===== src/sv/ttip_pkg.sv =====
`timescale 1ns / 1ps

package ttip_pkg;

   localparam int CHAR_W   = 8;
   localparam int RADIX_W  = 6;
   localparam int VALUE_W  = 64;
   localparam int OFFSET_W = 12;
   localparam int DIGIT_W  = 6;

   // configuration register indexes
   localparam logic CSR_NUMBER_BASE = 1'b0;
   localparam logic CSR_WIDE_MODE   = 1'b1;

   localparam logic [RADIX_W-1:0] BASE_DETECT  = 6'd0;
   localparam logic [RADIX_W-1:0] BASE_MIN     = 6'd2;
   localparam logic [RADIX_W-1:0] BASE_OCTAL   = 6'd8;
   localparam logic [RADIX_W-1:0] BASE_DECIMAL = 6'd10;
   localparam logic [RADIX_W-1:0] BASE_HEX     = 6'd16;
   localparam logic [RADIX_W-1:0] BASE_MAX     = 6'd36;

   localparam logic [CHAR_W-1:0] CHAR_NUL     = 8'h00;
   localparam logic [CHAR_W-1:0] CHAR_TAB     = 8'h09;
   localparam logic [CHAR_W-1:0] CHAR_CR      = 8'h0D;
   localparam logic [CHAR_W-1:0] CHAR_SPACE   = 8'h20;
   localparam logic [CHAR_W-1:0] CHAR_PLUS    = 8'h2B;
   localparam logic [CHAR_W-1:0] CHAR_MINUS   = 8'h2D;
   localparam logic [CHAR_W-1:0] CHAR_ZERO    = 8'h30;
   localparam logic [CHAR_W-1:0] CHAR_NINE    = 8'h39;
   localparam logic [CHAR_W-1:0] CHAR_UPPER_A = 8'h41;
   localparam logic [CHAR_W-1:0] CHAR_UPPER_X = 8'h58;
   localparam logic [CHAR_W-1:0] CHAR_UPPER_Z = 8'h5A;
   localparam logic [CHAR_W-1:0] CHAR_LOWER_A = 8'h61;
   localparam logic [CHAR_W-1:0] CHAR_LOWER_X = 8'h78;
   localparam logic [CHAR_W-1:0] CHAR_LOWER_Z = 8'h7A;

   localparam logic [DIGIT_W-1:0] LETTER_OFFSET = 6'd10;

   typedef struct packed {
      logic               digit_ok;
      logic [VALUE_W-1:0] acc_next;
   } mac_result_type;

endpackage


===== src/sv/text_to_integer_parser.sv =====
`timescale 1ns / 1ps

// Streaming string-to-unsigned converter with strtoul behavior.
// Input channel (req_*): one character word per handshake; a NUL word ends the
// string. Leading whitespace is skipped, an optional sign is taken, and the
// radix comes from csr register number_base (0 detects it from the prefix).
// Result channel (rsp_*): one word per string, carrying the value, the offset
// where parsing stopped and a flag telling whether any digit was seen.
// Config port (csr_*): single-cycle writes, index 0 number_base, index 1
// wide_mode (0 wraps the value at 32 bits, 1 at 64 bits). Write only while idle.
// Throughput: one character per cycle when not stalled. Each character passes
// through one 64 x 6 multiply-add and a phase update straight into the state
// registers. Latency: the result word is valid the cycle after the NUL is accepted.
// Stall: the result register holds while rsp_ready is low; a new character is
// taken in the same cycle the pending result leaves, otherwise req_ready drops.
// Reset: synchronous, clears the parser state and the result valid flag and
// loads number_base = 10, wide_mode = 1.

module text_to_integer_parser
   import ttip_pkg::*;
#(
   parameter int MAX_LEN = 4096
)
(
   input  logic                clock,
   input  logic                reset,
   input  logic                req_valid,
   output logic                req_ready,
   input  logic [CHAR_W-1:0]   req_char_code,
   output logic                rsp_valid,
   input  logic                rsp_ready,
   output logic [VALUE_W-1:0]  rsp_parsed_value,
   output logic [OFFSET_W-1:0] rsp_end_offset,
   output logic                rsp_digits_found,
   input  logic                csr_wr_en,
   input  logic                csr_index,
   input  logic [RADIX_W-1:0]  csr_wdata
);

   // positions saturate here; the offset field is 12 bits wide
   localparam int POS_MAX = ((MAX_LEN - 1) < 4095) ? (MAX_LEN - 1) : 4095;
   localparam int POS_W   = $clog2(POS_MAX + 1);
   localparam logic [POS_W-1:0] POS_LIMIT = POS_W'(POS_MAX);

   typedef enum logic [2:0] {
      PH_SPACE,
      PH_SIGNED,
      PH_ZERO,
      PH_HEXPFX,
      PH_DIGITS,
      PH_DONE,
      PH_INVALID
   } phase_type;

   // configuration
   logic [RADIX_W-1:0] number_base_ff, number_base_in;
   logic               wide_mode_ff, wide_mode_in;

   // per-string parser state
   phase_type          phase_ff, phase_in;
   logic [VALUE_W-1:0] acc_ff, acc_in;
   logic               minus_ff, minus_in;
   logic [RADIX_W-1:0] radix_ff, radix_in;
   logic [POS_W-1:0]   pos_ff, pos_in;
   logic [POS_W-1:0]   start_ff, start_in;
   logic [POS_W-1:0]   stop_ff, stop_in;
   logic               any_ff, any_in;

   // result register
   logic                rsp_valid_ff, rsp_valid_in;
   logic [VALUE_W-1:0]  rsp_value_ff, rsp_value_in;
   logic [OFFSET_W-1:0] rsp_end_ff, rsp_end_in;
   logic                rsp_found_ff, rsp_found_in;

   logic               req_fire;
   logic               end_of_string;
   logic               is_space;
   logic               base_ok;
   logic               do_take;
   logic [RADIX_W-1:0] take_radix;
   logic [POS_W-1:0]   pos_next;
   logic [VALUE_W-1:0] final_value;
   logic [POS_W-1:0]   final_end;
   logic               final_found;
   mac_result_type     mac;

   // a character may enter whenever the result slot is free or draining
   assign req_ready     = !rsp_valid_ff || rsp_ready;
   assign req_fire      = req_valid && req_ready;
   assign end_of_string = (req_char_code == CHAR_NUL);

   assign is_space = (req_char_code == CHAR_SPACE)
                  || ((req_char_code >= CHAR_TAB) && (req_char_code <= CHAR_CR));
   assign base_ok  = (number_base_ff == BASE_DETECT)
                  || ((number_base_ff >= BASE_MIN) && (number_base_ff <= BASE_MAX));
   assign pos_next = (pos_ff == POS_LIMIT) ? pos_ff : pos_ff + 1'b1;

   // radix used if this character goes to the digit accumulator
   always_comb begin
      case (phase_ff)
         PH_SPACE:  take_radix = (number_base_ff == BASE_DETECT) ? BASE_DECIMAL
                                                                 : number_base_ff;
         PH_SIGNED: take_radix = (radix_ff == BASE_DETECT) ? BASE_DECIMAL : radix_ff;
         PH_ZERO:   take_radix = (radix_ff == BASE_DETECT) ? BASE_OCTAL : radix_ff;
         default:   take_radix = radix_ff;
      endcase
   end

   ttip_digit_mac u_digit_mac (
      .char_code (req_char_code),
      .radix     (take_radix),
      .acc       (acc_ff),
      .result    (mac)
   );

   // value and stop offset reported when the NUL arrives
   always_comb begin
      final_value = '0;
      final_end   = start_ff;
      final_found = 1'b0;
      case (phase_ff)
         PH_SPACE: begin
            final_end = base_ok ? pos_ff : '0;
         end
         PH_INVALID: begin
            final_end = '0;
         end
         PH_ZERO: begin
            // a lone zero is a valid number
            final_found = 1'b1;
            final_end   = pos_ff;
         end
         PH_DIGITS, PH_DONE: begin
            if (any_ff) begin
               final_found = 1'b1;
               final_end   = stop_ff;
               final_value = minus_ff ? (VALUE_W'(0) - acc_ff) : acc_ff;
            end
         end
         default: begin
            // sign or bare hex prefix only: no digits, stop after whitespace
         end
      endcase
      if (!wide_mode_ff) begin
         final_value = {{(VALUE_W/2){1'b0}}, final_value[VALUE_W/2-1:0]};
      end
   end

   always_comb begin
      number_base_in = number_base_ff;
      wide_mode_in   = wide_mode_ff;
      phase_in       = phase_ff;
      acc_in         = acc_ff;
      minus_in       = minus_ff;
      radix_in       = radix_ff;
      pos_in         = pos_ff;
      start_in       = start_ff;
      stop_in        = stop_ff;
      any_in         = any_ff;
      do_take        = 1'b0;

      // drain the result, then possibly load a new one
      rsp_valid_in = rsp_valid_ff && !rsp_ready;
      rsp_value_in = rsp_value_ff;
      rsp_end_in   = rsp_end_ff;
      rsp_found_in = rsp_found_ff;

      if (csr_wr_en) begin
         case (csr_index)
            CSR_NUMBER_BASE: number_base_in = csr_wdata;
            CSR_WIDE_MODE:   wide_mode_in   = csr_wdata[0];
            default:         ;
         endcase
      end

      if (req_fire && end_of_string) begin
         rsp_valid_in = 1'b1;
         rsp_value_in = final_value;
         rsp_end_in   = OFFSET_W'(final_end);
         rsp_found_in = final_found;
         // clear for the next string
         phase_in = PH_SPACE;
         acc_in   = '0;
         minus_in = 1'b0;
         radix_in = '0;
         pos_in   = '0;
         start_in = '0;
         stop_in  = '0;
         any_in   = 1'b0;
      end else if (req_fire) begin
         case (phase_ff)
            PH_SPACE: begin
               if (!is_space) begin
                  start_in = pos_ff;
                  if (!base_ok) begin
                     phase_in = PH_INVALID;
                  end else begin
                     radix_in = number_base_ff;
                     if ((req_char_code == CHAR_PLUS) || (req_char_code == CHAR_MINUS)) begin
                        minus_in = (req_char_code == CHAR_MINUS);
                        phase_in = PH_SIGNED;
                     end else if ((req_char_code == CHAR_ZERO)
                                  && ((number_base_ff == BASE_DETECT)
                                      || (number_base_ff == BASE_HEX))) begin
                        phase_in = PH_ZERO;
                     end else begin
                        do_take = 1'b1;
                     end
                  end
               end
            end
            PH_SIGNED: begin
               if ((req_char_code == CHAR_ZERO)
                   && ((radix_ff == BASE_DETECT) || (radix_ff == BASE_HEX))) begin
                  phase_in = PH_ZERO;
               end else begin
                  do_take = 1'b1;
               end
            end
            PH_ZERO: begin
               if ((req_char_code == CHAR_LOWER_X) || (req_char_code == CHAR_UPPER_X)) begin
                  radix_in = BASE_HEX;
                  phase_in = PH_HEXPFX;
               end else begin
                  // the leading zero already counts as a digit
                  any_in   = 1'b1;
                  stop_in  = pos_ff;
                  do_take  = 1'b1;
               end
            end
            PH_HEXPFX, PH_DIGITS: begin
               do_take = 1'b1;
            end
            default: begin
               // done or invalid: drop characters until the NUL
            end
         endcase

         if (do_take) begin
            radix_in = take_radix;
            if (mac.digit_ok) begin
               acc_in   = mac.acc_next;
               any_in   = 1'b1;
               stop_in  = pos_next;
               phase_in = PH_DIGITS;
            end else begin
               phase_in = PH_DONE;
            end
         end
         pos_in = pos_next;
      end
   end

   always_ff @(posedge clock) begin
      if (reset) begin
         number_base_ff <= BASE_DECIMAL;
         wide_mode_ff   <= 1'b1;
         phase_ff       <= PH_SPACE;
         acc_ff         <= '0;
         minus_ff       <= 1'b0;
         radix_ff       <= '0;
         pos_ff         <= '0;
         start_ff       <= '0;
         stop_ff        <= '0;
         any_ff         <= 1'b0;
         rsp_valid_ff   <= 1'b0;
      end else begin
         number_base_ff <= number_base_in;
         wide_mode_ff   <= wide_mode_in;
         phase_ff       <= phase_in;
         acc_ff         <= acc_in;
         minus_ff       <= minus_in;
         radix_ff       <= radix_in;
         pos_ff         <= pos_in;
         start_ff       <= start_in;
         stop_ff        <= stop_in;
         any_ff         <= any_in;
         rsp_valid_ff   <= rsp_valid_in;
      end
      rsp_value_ff <= rsp_value_in;
      rsp_end_ff   <= rsp_end_in;
      rsp_found_ff <= rsp_found_in;
   end

   assign rsp_valid        = rsp_valid_ff;
   assign rsp_parsed_value = rsp_value_ff;
   assign rsp_end_offset   = rsp_end_ff;
   assign rsp_digits_found = rsp_found_ff;

`ifndef SYNTHESIS
   // a string without digits always reports zero
   assert property (@(posedge clock) disable iff (reset)
      rsp_valid_ff && !rsp_found_ff |-> rsp_value_ff == '0)
      else $error("nonzero value without digits");

   // accumulated digits only exist in the digit or done phases
   assert property (@(posedge clock) disable iff (reset)
      any_ff |-> (phase_ff == PH_DIGITS) || (phase_ff == PH_DONE))
      else $error("digit flag set outside digit phases");

   // narrow mode clears the upper half of the result
   assert property (@(posedge clock) disable iff (reset)
      req_fire && end_of_string && !wide_mode_ff |=> rsp_value_ff[VALUE_W-1:VALUE_W/2] == '0)
      else $error("narrow result has upper bits set");

   // no result is overwritten while it waits
   assert property (@(posedge clock) disable iff (reset)
      rsp_valid_ff && !rsp_ready |-> !req_fire)
      else $error("character accepted over a stalled result");
`endif

endmodule


===== src/sv/ttip_digit_mac.sv =====
`timescale 1ns / 1ps

module ttip_digit_mac
   import ttip_pkg::*;
(
   input  logic [CHAR_W-1:0]  char_code,
   input  logic [RADIX_W-1:0] radix,
   input  logic [VALUE_W-1:0] acc,
   output mac_result_type     result
);

   logic               is_num;
   logic               is_lower;
   logic               is_upper;
   logic [CHAR_W-1:0]  raw;
   logic [DIGIT_W-1:0] dval;
   logic [VALUE_W-1:0] prod;

   // decode one character into its digit value
   always_comb begin
      is_num   = (char_code >= CHAR_ZERO)    && (char_code <= CHAR_NINE);
      is_lower = (char_code >= CHAR_LOWER_A) && (char_code <= CHAR_LOWER_Z);
      is_upper = (char_code >= CHAR_UPPER_A) && (char_code <= CHAR_UPPER_Z);
      if (is_num) begin
         raw = char_code - CHAR_ZERO;
      end else if (is_lower) begin
         raw = char_code - CHAR_LOWER_A + CHAR_W'(LETTER_OFFSET);
      end else begin
         raw = char_code - CHAR_UPPER_A + CHAR_W'(LETTER_OFFSET);
      end
      dval = raw[DIGIT_W-1:0];
   end

   // 64 x 6 multiply-add, wraps at 64 bits
   assign prod            = acc * VALUE_W'(radix);
   assign result.digit_ok = (is_num || is_lower || is_upper) && (dval < radix);
   assign result.acc_next = prod + VALUE_W'(dval);

endmodule


===== config.mk =====
export PLATFORM = sky130hd
export DESIGN_NAME = text_to_integer_parser
export DESIGN_NICKNAME = d
export VERILOG_FILES = /design/src/sv/ttip_pkg.sv /design/src/sv/text_to_integer_parser.sv /design/src/sv/ttip_digit_mac.sv
export SDC_FILE = /design/constraint.sdc
export NUM_CORES = 1
export LEC_CHECK = 0
export BUFFER_PORTS_ARGS = -buffer_cell sky130_fd_sc_hd__buf_4
export CORE_ASPECT_RATIO = 0.75
export CORE_MARGIN = 8
export CORE_UTILIZATION = 62
export CTS_CLUSTER_SIZE = 40
export DETAILED_ROUTE_END_ITERATION = 16
export GPL_TIMING_DRIVEN = 0
export PLACE_DENSITY = 0.91
export SYNTH_ARGS = -nofsm -noshare
export SYNTH_HDL_FRONTEND = slang
export SYNTH_SLANG_ARGS = --single-unit
export TNS_END_PERCENT = 20

===== constraint.sdc =====
create_clock -name clock -period 19.8 [get_ports clock]
set_clock_uncertainty 0.1 [all_clocks]
set_input_delay 1.98 -clock clock [delete_from_list [all_inputs] [get_ports clock]]
set_output_delay 1.98 -clock clock [all_outputs]
set_load 0.01 [all_outputs]

==> out/results.md, run 1 <==
| Quantity | This run | Unit |
|:---|:---|:---|
| Area of all placed cells without fillers | 0.0238 | sq mm |
| Power share of the combinational group | 37.2 | % |
| Number of DRC markers after the initial detailed-route iteration | 3257 | - |
| Area share of the leading cell type in the synthesized netlist | 22.0 | % |
| Fraction of layout cells with a size suffix above 1 | 6.55 | % |
| Count of nets left with antenna violations after detail routing | 0 | - |
| Number of antenna violations at the first check in global routing | 1 | - |
| Max FO, Critical Path | 10 | - |
| Sinks on Clock Net | 196 | - |
| Clock power frac | 29.3 | % |
| Setup_tns | 0 | ns |
| Switching pwr | 0.594 | mW |
| Routability congestion estimate | 1.05 | - |
| Vias per cell | 6.58 | - |
| Final cycle utilization of the critical path | 49.5 | % |
| Number of nets in the finished design | 2988 | - |
| CTS H-tree lvls | 4 | - |
| Flip-flop and latch count after synthesis | 196 | - |
| Synth area leaders | fa_1 22%, dfxtp_1 11%, edfxtp_1 11% | - |
| First-pass GRT wire length | 109000 | microns |
| Most frequent cell after synthesis | and2_1 | - |
| Via count | 20100 | - |
| Count of flip-flops with a built-in enable after synthesis | 77 | - |
| First-pass DRT Iterations | 6 | - |
| Total number of placement rows | 59 | - |
| Number of ports placed on the die boundary | 99 | - |
| Met1 layer usage reported by global route | 46.1 | % |
| Cell depth of the worst hold path | 2 | - |
| Met2 demand-to-capacity share in global routing | 49.3 | % |
| Type of the setup path with the least slack | reg2reg | - |
| WL final | 70000 | microns |
| Sequential element share of the synthesized area | 21.5 | % |
| Cell type with the largest total area after synthesis | fa_1 | - |
| Slew @ Worst Pin | 1.29 | ns |
| Clock latency reported for the late side of the worst-skew pair | 0.48 | ns |
| TritonCTS buffer count | 17 | - |
| Launching element type of the critical path | flop | - |
| Sequential share of power | 33.5 | % |
| WP data required | 20.06 | ns |
| Fraction of registers with async set/reset | 0 | % |
| Port-buffer cells | 98 | - |
| Root buffer selected by CTS | clkbuf_16 | - |
| Maximum clock insertion buffer count | 2 | - |
| Post-CTS Repair Setup Buffers | 0 | - |
| Endpoints failing hold | 0 | - |
| Outcome | completed | - |
| Vias in the first global route | 19800 | - |
| Final HPWL from detailed placement | 53800 | microns |
| Antenna fix cells | 0 | - |
| Die Area | 0.0415 | sq mm |
| Die Span X | 233 | microns |
| Number of slew-limit violations in the final report | 0 | - |
| Synthesized cell area | 0.0218 | sq mm |
| Peak ir drop on the vdd network | 63.0 | uV |
| Overall routing resource usage | 33.6 | % |
| CTS tree | done | - |
| WP data arrival | 10.06 | ns |
| Hold Path Class | reg2reg | - |
| Storage element area | 0.00469 | sq mm |
| Most common library cells after synthesis | 330 x and2_1, 240 x fa_1, 220 x nand2_1 | - |
| Number of fill cells in the layout | 2651 | - |
| Initial core utilization | 62.9 | % |
| Maximum number of pins on one net before global-route repair | 61 | - |
| Setup repair after global routing missed its margin | false | - |
| Vertical die dimension | 179 | microns |
| Growth of design area from synthesis to finish | 9.08 | % |
| Switching fraction of total power | 45.1 | % |
| Worst reg2reg setup slack | 10.00 | ns |
| Power density over the cells | 55.3 | mW/mm^2 |
| R2R cell count | 23 | - |
| Placement-stage cell area | 0.0232 | sq mm |
| Most utilized layer in the global route result | met2 | - |
| Category of the worst setup path capture point | flop | - |
| CTS-repair resized insts | 0 | - |
| # DRC | 0 | - |
| Post-CTS clock slew at the launch and capture registers of the worst setup and hold paths | 0.09 | ns |
| Core area | 0.0347 | sq mm |
| Fmax | 0.102 | GHz |
| Mapped Cells | 2466 | - |
| Max transition margin | 14.0 | % |
| Top FF cell, synth | dfxtp_1 | - |
| Internal | 0.723 | mW |
| Tmin final | 9.80 | ns |
| Average detailed-routed wire length per instance | 22.9 | microns |
| Total overflow reported by the global router | 0 | - |
| Mean Syn Cell Area | 8.85 | sq um |
| Number of maximum-capacitance constraint violations | 0 | - |
| Count of different cell masters after synthesis | 74 | - |
| Nets in the synthesized netlist | 2870 | - |
| Leakage | 10.7 | nW |
| Total area of multi-input combinational cells | 0.0160 | sq mm |
| Count of final setup violators | 0 | - |
| Number of warnings reported in the yosys synthesis log | 0 | - |
| Hold-fix buffers, CTS | 0 | - |
| Met3 capacity usage during global routing | 9.09 | % |
==> power by group through the flow <==
| stage | combinational [mW] | clock (mW) | sequential, mW |
|---|---|---|---|
| 2_1_floorplan | 0.278 | 0 | 0.446 |
| 6_report | 0.490 | 0.386 | 0.441 |
| 3_5_place_dp | 0.457 | 0 | 0.449 |
| 5_1_grt | 0.512 | 0.397 | 0.442 |
| 4_1_cts | 0.461 | 0.382 | 0.440 |
| 3_3_place_gp | 0.439 | 0 | 0.449 |
==> state kept, by name (all words and copies together) (netlist names), 3 cells and up <==
signal,flops
acc_ff,64
rsp_parsed_value,64
pos_ff,12
rsp_end_offset,12
start_ff,12
stop_ff,12
number_base_ff,6
radix_ff,6
phase_ff,3
==> stage by stage <==
stage / hold WS (ns) / setup slack (ns) / cells / power [mW] / utilization, %
6_report: 0.399 / 10.00 / 3054 / 1.32 / 68.6
5_1_grt: 0.415 / 9.96 / 3054 / 1.35 / 68.6
4_1_cts: 0.388 / 10.47 / 3054 / 1.28 / 68.6
3_5_place_dp: 0.378 / 10.53 / 3022 / 0.906 / 66.8
3_3_place_gp: 0.359 / 10.69 / 3021 / 0.888 / 66.7
2_1_floorplan: 0.342 / 12.92 / 2466 / 0.723 / -
==> layout make-up <==
class                      instances  area share [%]
multi-input combinational       1985            67.4
clock buffer                      17            1.79
timing repair buffer              99            3.20
inverter                         104            1.65
clock inverter                    15           0.925
sequential                       196            19.7
buffer                           181            2.97
tap                              457            2.40
==> cells in the final DEF (no fill, tap or decap), types with 16 or more instances in the layout <==
cell type / synthesis / final
clkbuf_1: 158 / 158
clkbuf_16: 0 / 17
fa_1: 240 / 240
edfxtp_1: 77 / 77
dfxtp_1: 119 / 119
a31oi_1: 16 / 16
o21ai_0: 111 / 111
xor2_1: 80 / 80
mux2i_1: 24 / 24
nor3_1: 31 / 31
inv_1: 104 / 103
o21bai_1: 20 / 20
ha_1: 144 / 144
xnor2_1: 53 / 53
and2_1: 330 / 330
a21o_1: 38 / 38
nand3_1: 63 / 63
o31ai_1: 21 / 21
nor2_1: 183 / 183
buf_4: 0 / 98
nand2_1: 220 / 220
a21oi_1: 164 / 164
or3_1: 20 / 20
nand2b_1: 29 / 29
nand4_1: 25 / 25
==> cell families after synthesis <==
logic type / synth area share, %
AO/OA/AOI/OAI: 13.3
XOR/XNOR: 5.34
adder cells (fa/ha/maj): 30.3
buffers and inverters: 5.03
flip-flops: 21.5
multiplexers: 1.36
AND/OR/NAND/NOR: 23.2
==> per-layer routing <==
layer	wire, microns	share of wire (%)
met5	19	0.027
met2	29800	43
met4	3340	4.8
met3	9590	14
met1	27300	39
==> final timing paths <==
kind | start | to
setup / recovery | phase_ff[1]$_SDFFE_PP0P_ | acc_ff[61]$_SDFFE_PP0P_
hold / removal | radix_ff[0]$_SDFFE_PP0P_ | radix_ff[0]$_SDFFE_PP0P_
setup reg to reg | phase_ff[1]$_SDFFE_PP0P_ | acc_ff[61]$_SDFFE_PP0P_
hold reg to reg | radix_ff[0]$_SDFFE_PP0P_ | radix_ff[0]$_SDFFE_PP0P_
==> critical path, cell delays in order, from the launching register on <==
cell and delay [ns]:
dfxtp_1 0.31, clkbuf_1 0.17, nor3_1 0.39, clkbuf_1 0.45, mux2_2 0.32, clkbuf_1 0.71, clkbuf_1 0.85, and2_1 0.27
fa_1 0.47, fa_1 0.57, fa_1 0.50, ha_1 0.31, ha_1 0.28, clkbuf_1 0.38, and3_1 0.27, nor2b_1 0.15
a32oi_1 0.19, a2111oi_0 0.68, o2bb2ai_1 0.28, o31ai_1 0.69, a41oi_1 0.38, nor4_1 0.56, mux2i_1 0.28, nand3_1 0.10
(Power assumes the default switching activity.)
==> run 2: changes to the inputs <==
==> constraint.sdc (replaced) <==
create_clock -name clock -period 9.1 [get_ports clock]
set_clock_uncertainty 0.1 [all_clocks]
set_input_delay 0.91 -clock clock [delete_from_list [all_inputs] [get_ports clock]]
set_output_delay 0.91 -clock clock [all_outputs]
set_load 0.01 [all_outputs]
==> run 2 against run 1 <==
Against the previous run:
- first-iteration DRC count shrank 5.6%
- final cell count is essentially flat
- routed wire length is essentially flat
- combinational power grew 120%
- fmax grew 9.8%
- critical path type unchanged
- largest cell class unchanged
==> out/results.md, run 2 (synthesis gave the netlist of run 1 again) <==
| Quantity | This run | Unit | Delta |
|:---|:---|:---|:---|
| Vias in the first global route | 19800 | - | unchanged |
| Worst setup endpoint | acc_ff[61]$_SDFFE_PP0P_ | - | unchanged |
| WL final | 70000 | microns | about the same |
| Total overflow reported by the global router | 0 | - | unchanged |
| Post-CTS clock slew at the launch and capture registers of the worst setup and hold paths | 0.09 | ns | about the same |
| Power share of the combinational group | 37.1 | % | was 37.2% |
| Highest-count cells in the layout ignoring fill and taps | 330 x and2_1, 240 x fa_1, 220 x nand2_1 | - | unchanged |
| Power density over the cells | 120 | mW/mm^2 | was 55.3 mW/mm^2 |
| Category of the worst setup path capture point | flop | - | unchanged |
| First-pass GRT wire length | 109000 | microns | unchanged |
| Slew @ Worst Pin | 1.26 | ns | was 1.29 ns |
| Vias per cell | 6.56 | - | was 6.58 |
| Total number of placement rows | 59 | - | unchanged |
| CTS H-tree lvls | 4 | - | unchanged |
| Average detailed-routed wire length per instance | 22.9 | microns | about the same |
| CTS tree | done | - | unchanged |
| Core area | 0.0347 | sq mm | unchanged |
| Initial core utilization | 62.9 | % | unchanged |
| Leakage | 10.8 | nW | was 10.7 nW |
| Placement-stage cell area | 0.0232 | sq mm | unchanged |
| Worst-path cell chain | clkbuf_1, nor3_1, clkbuf_1, mux2_2, clkbuf_2, clkbuf_2, and2_1, fa_1, fa_1, fa_1, ha_1, ha_1, clkbuf_1, and3_1, nand4bb_1, a2111oi_1, o2bb2ai_1, o31ai_2, a41oi_1, nor4_1, mux2i_1, nand3_1 | - | was clkbuf_1, nor3_1, clkbuf_1, mux2_2, clkbuf_1, clkbuf_1, and2_1, fa_1, fa_1, fa_1, ha_1, ha_1, clkbuf_1, and3_1, nor2b_1, a32oi_1, a2111oi_0, o2bb2ai_1, o31ai_1, a41oi_1, nor4_1, mux2i_1, nand3_1 |
| Number of nets in the finished design | 2988 | - | unchanged |
| Number of ports placed on the die boundary | 99 | - | unchanged |
| Worst setup path start | phase_ff[1]$_SDFFE_PP0P_ | - | unchanged |
| Final HPWL from detailed placement | 53800 | microns | unchanged |
| Delay contributed by the slowest stage of the critical path | 0.60 | ns | was 0.85 ns |
| Peak ir drop on the vdd network | 139 | uV | was 63.0 uV |
| Final core utilization | 68.7 | % | was 68.6% |
| Number of DRC markers after the initial detailed-route iteration | 3073 | - | was 3257 |
| Maximum clock insertion buffer count | 2 | - | unchanged |
| Count of nets left with antenna violations after detail routing | 0 | - | unchanged |
| Number of maximum-capacitance constraint violations | 0 | - | unchanged |
| Clock latency reported for the late side of the worst-skew pair | 0.48 | ns | about the same |
| Setup slack of the critical path after layout | 0.174 | ns | was 10.00 ns |
| Routability congestion estimate | 1.05 | - | unchanged |
| Via count | 20000 | - | was 20100 |
| Critical R2R Launch | phase_ff[1]$_SDFFE_PP0P_ | - | unchanged |
| Fraction of layout cells with a size suffix above 1 | 6.70 | % | was 6.55% |
| Setup repair after global routing missed its margin | false | - | unchanged |
| Hold Slack | 0.392 | ns | was 0.399 ns |
| Port-buffer cells | 98 | - | unchanged |
| Internal | 1.57 | mW | was 0.723 mW |
| Post-CTS Repair Setup Buffers | 0 | - | unchanged |
| Minimum setup slack after placement | -0.169 | ns | was 10.53 ns |
| Root buffer selected by CTS | clkbuf_16 | - | unchanged |
| Fmax | 0.112 | GHz | was 0.102 GHz |
| Hold Path Class | reg2reg | - | unchanged |
| Worst reg2reg setup slack | 0.17 | ns | was 10.00 ns |
| Sinks on Clock Net | 196 | - | unchanged |
| # DRC | 0 | - | unchanged |
| Hold-fix buffers, CTS | 0 | - | unchanged |
| Overall routing resource usage | 33.6 | % | unchanged |
| Final cycle utilization of the critical path | 98.1 | % | was 49.5% |
| R2R cell count | 22 | - | was 23 |
| Max transition margin | 16.3 | % | was 14.0% |
| Vertical die dimension | 179 | microns | unchanged |
| Sequential share of power | 33.5 | % | about the same |
| Die Area | 0.0415 | sq mm | unchanged |
| Most common cell after layout, fill and taps aside | and2_1 | - | unchanged |
| Max FO, Critical Path | 10 | - | unchanged |
| Launching element type of the critical path | flop | - | unchanged |
| Die Span X | 233 | microns | unchanged |
| Number of antenna violations at the first check in global routing | 1 | - | unchanged |
| Type of the setup path with the least slack | reg2reg | - | unchanged |
| Sum of internal, switching and leakage power | 2.86 | mW | was 1.32 mW |
| First-pass DRT Iterations | 10 | - | was 6 |
| Maximum number of pins on one net before global-route repair | 61 | - | unchanged |
| Switching pwr | 1.29 | mW | was 0.594 mW |
| Endpoint of the most critical register-to-register path | acc_ff[61]$_SDFFE_PP0P_ | - | unchanged |
| Number of slew-limit violations in the final report | 0 | - | unchanged |
| Clock power frac | 29.4 | % | was 29.3% |
| Outcome | completed | - | unchanged |
| Endpoints failing hold | 0 | - | unchanged |
| CTS-repair resized insts | 1 | - | was 0 |
| TritonCTS buffer count | 17 | - | unchanged |
| Area of all placed cells without fillers | 0.0238 | sq mm | about the same |
| Switching fraction of total power | 45.1 | % | about the same |
| WP data arrival | 9.19 | ns | was 10.06 ns |
| Critical Path Slowest Stage Cell | a2111oi_1 | - | was clkbuf_1 |
| Count of final setup violators | 0 | - | unchanged |
| Tmin final | 8.93 | ns | was 9.80 ns |
| Growth of design area from synthesis to finish | 9.15 | % | was 9.08% |
| WP data required | 9.36 | ns | was 20.06 ns |
-- run 2: worst max-delay path: cells and delay by family, from the launching register on --
family / cells / cell delay (ns)
DFF: 1 / 0.31
buffers and inverters: 5 / 1.74
AOI/OAI and AO/OA: 4 / 1.70
adders and majority gates: 5 / 2.23
and+or+nand+nor: 6 / 1.97
muxes: 2 / 0.73
-- run 2: layout make-up --
type	instances	area, sq um
multi-input cells	1985	16000
fillers	2648	10900
flip-flops and latches	196	4690
repair buffers	99	763
plain buffers	181	709
well taps	457	572
clock buffers	17	425
inverters	104	393
clock inverters	15	220
diodes	1	2.50
-- run 2: worst min-delay path by stage --
stage,startpoint,to,cells after the start
3_3_place_gp,radix_ff[2]$_SDFFE_PP0P_,radix_ff[2]$_SDFFE_PP0P_,2
6_report,radix_ff[0]$_SDFFE_PP0P_,radix_ff[0]$_SDFFE_PP0P_,2
3_5_place_dp,radix_ff[2]$_SDFFE_PP0P_,radix_ff[2]$_SDFFE_PP0P_,2
5_1_grt,stop_ff[3]$_SDFFE_PP0P_,stop_ff[3]$_SDFFE_PP0P_,2
4_1_cts,radix_ff[2]$_SDFFE_PP0P_,radix_ff[2]$_SDFFE_PP0P_,2
2_1_floorplan,stop_ff[3]$_SDFFE_PP0P_,stop_ff[3]$_SDFFE_PP0P_,2
-- run 2: power by group through the flow --
stage / Combinational [mW] / Clock, mW / Sequential [mW]
after detailed placement: 0.994 / 0 / 0.977
after global routing: 1.12 / 0.864 / 0.962
final: 1.06 / 0.843 / 0.960
after global placement: 0.955 / 0 / 0.976
after CTS: 1.00 / 0.831 / 0.957
after floorplan: 0.604 / 0 / 0.970
-- run 2: per-stage QoR --
step / instances / setup TNS [ns]
3_3_place_gp: 3021 / -0.00930
3_5_place_dp: 3022 / -0.169
6_report: 3055 / 0
5_1_grt: 3054 / 0
2_1_floorplan: 2466 / 0
4_1_cts: 3054 / 0
-- run 2: per-layer routing --
metal	vias to the layer above	routed length [microns]	track usage [%]
met1	9661	27200	46.1
met3	241	9590	9.09
met4	2	3270	14.7
met2	1562	29900	49.3
li1	8574	-	-
met5	-	56	0
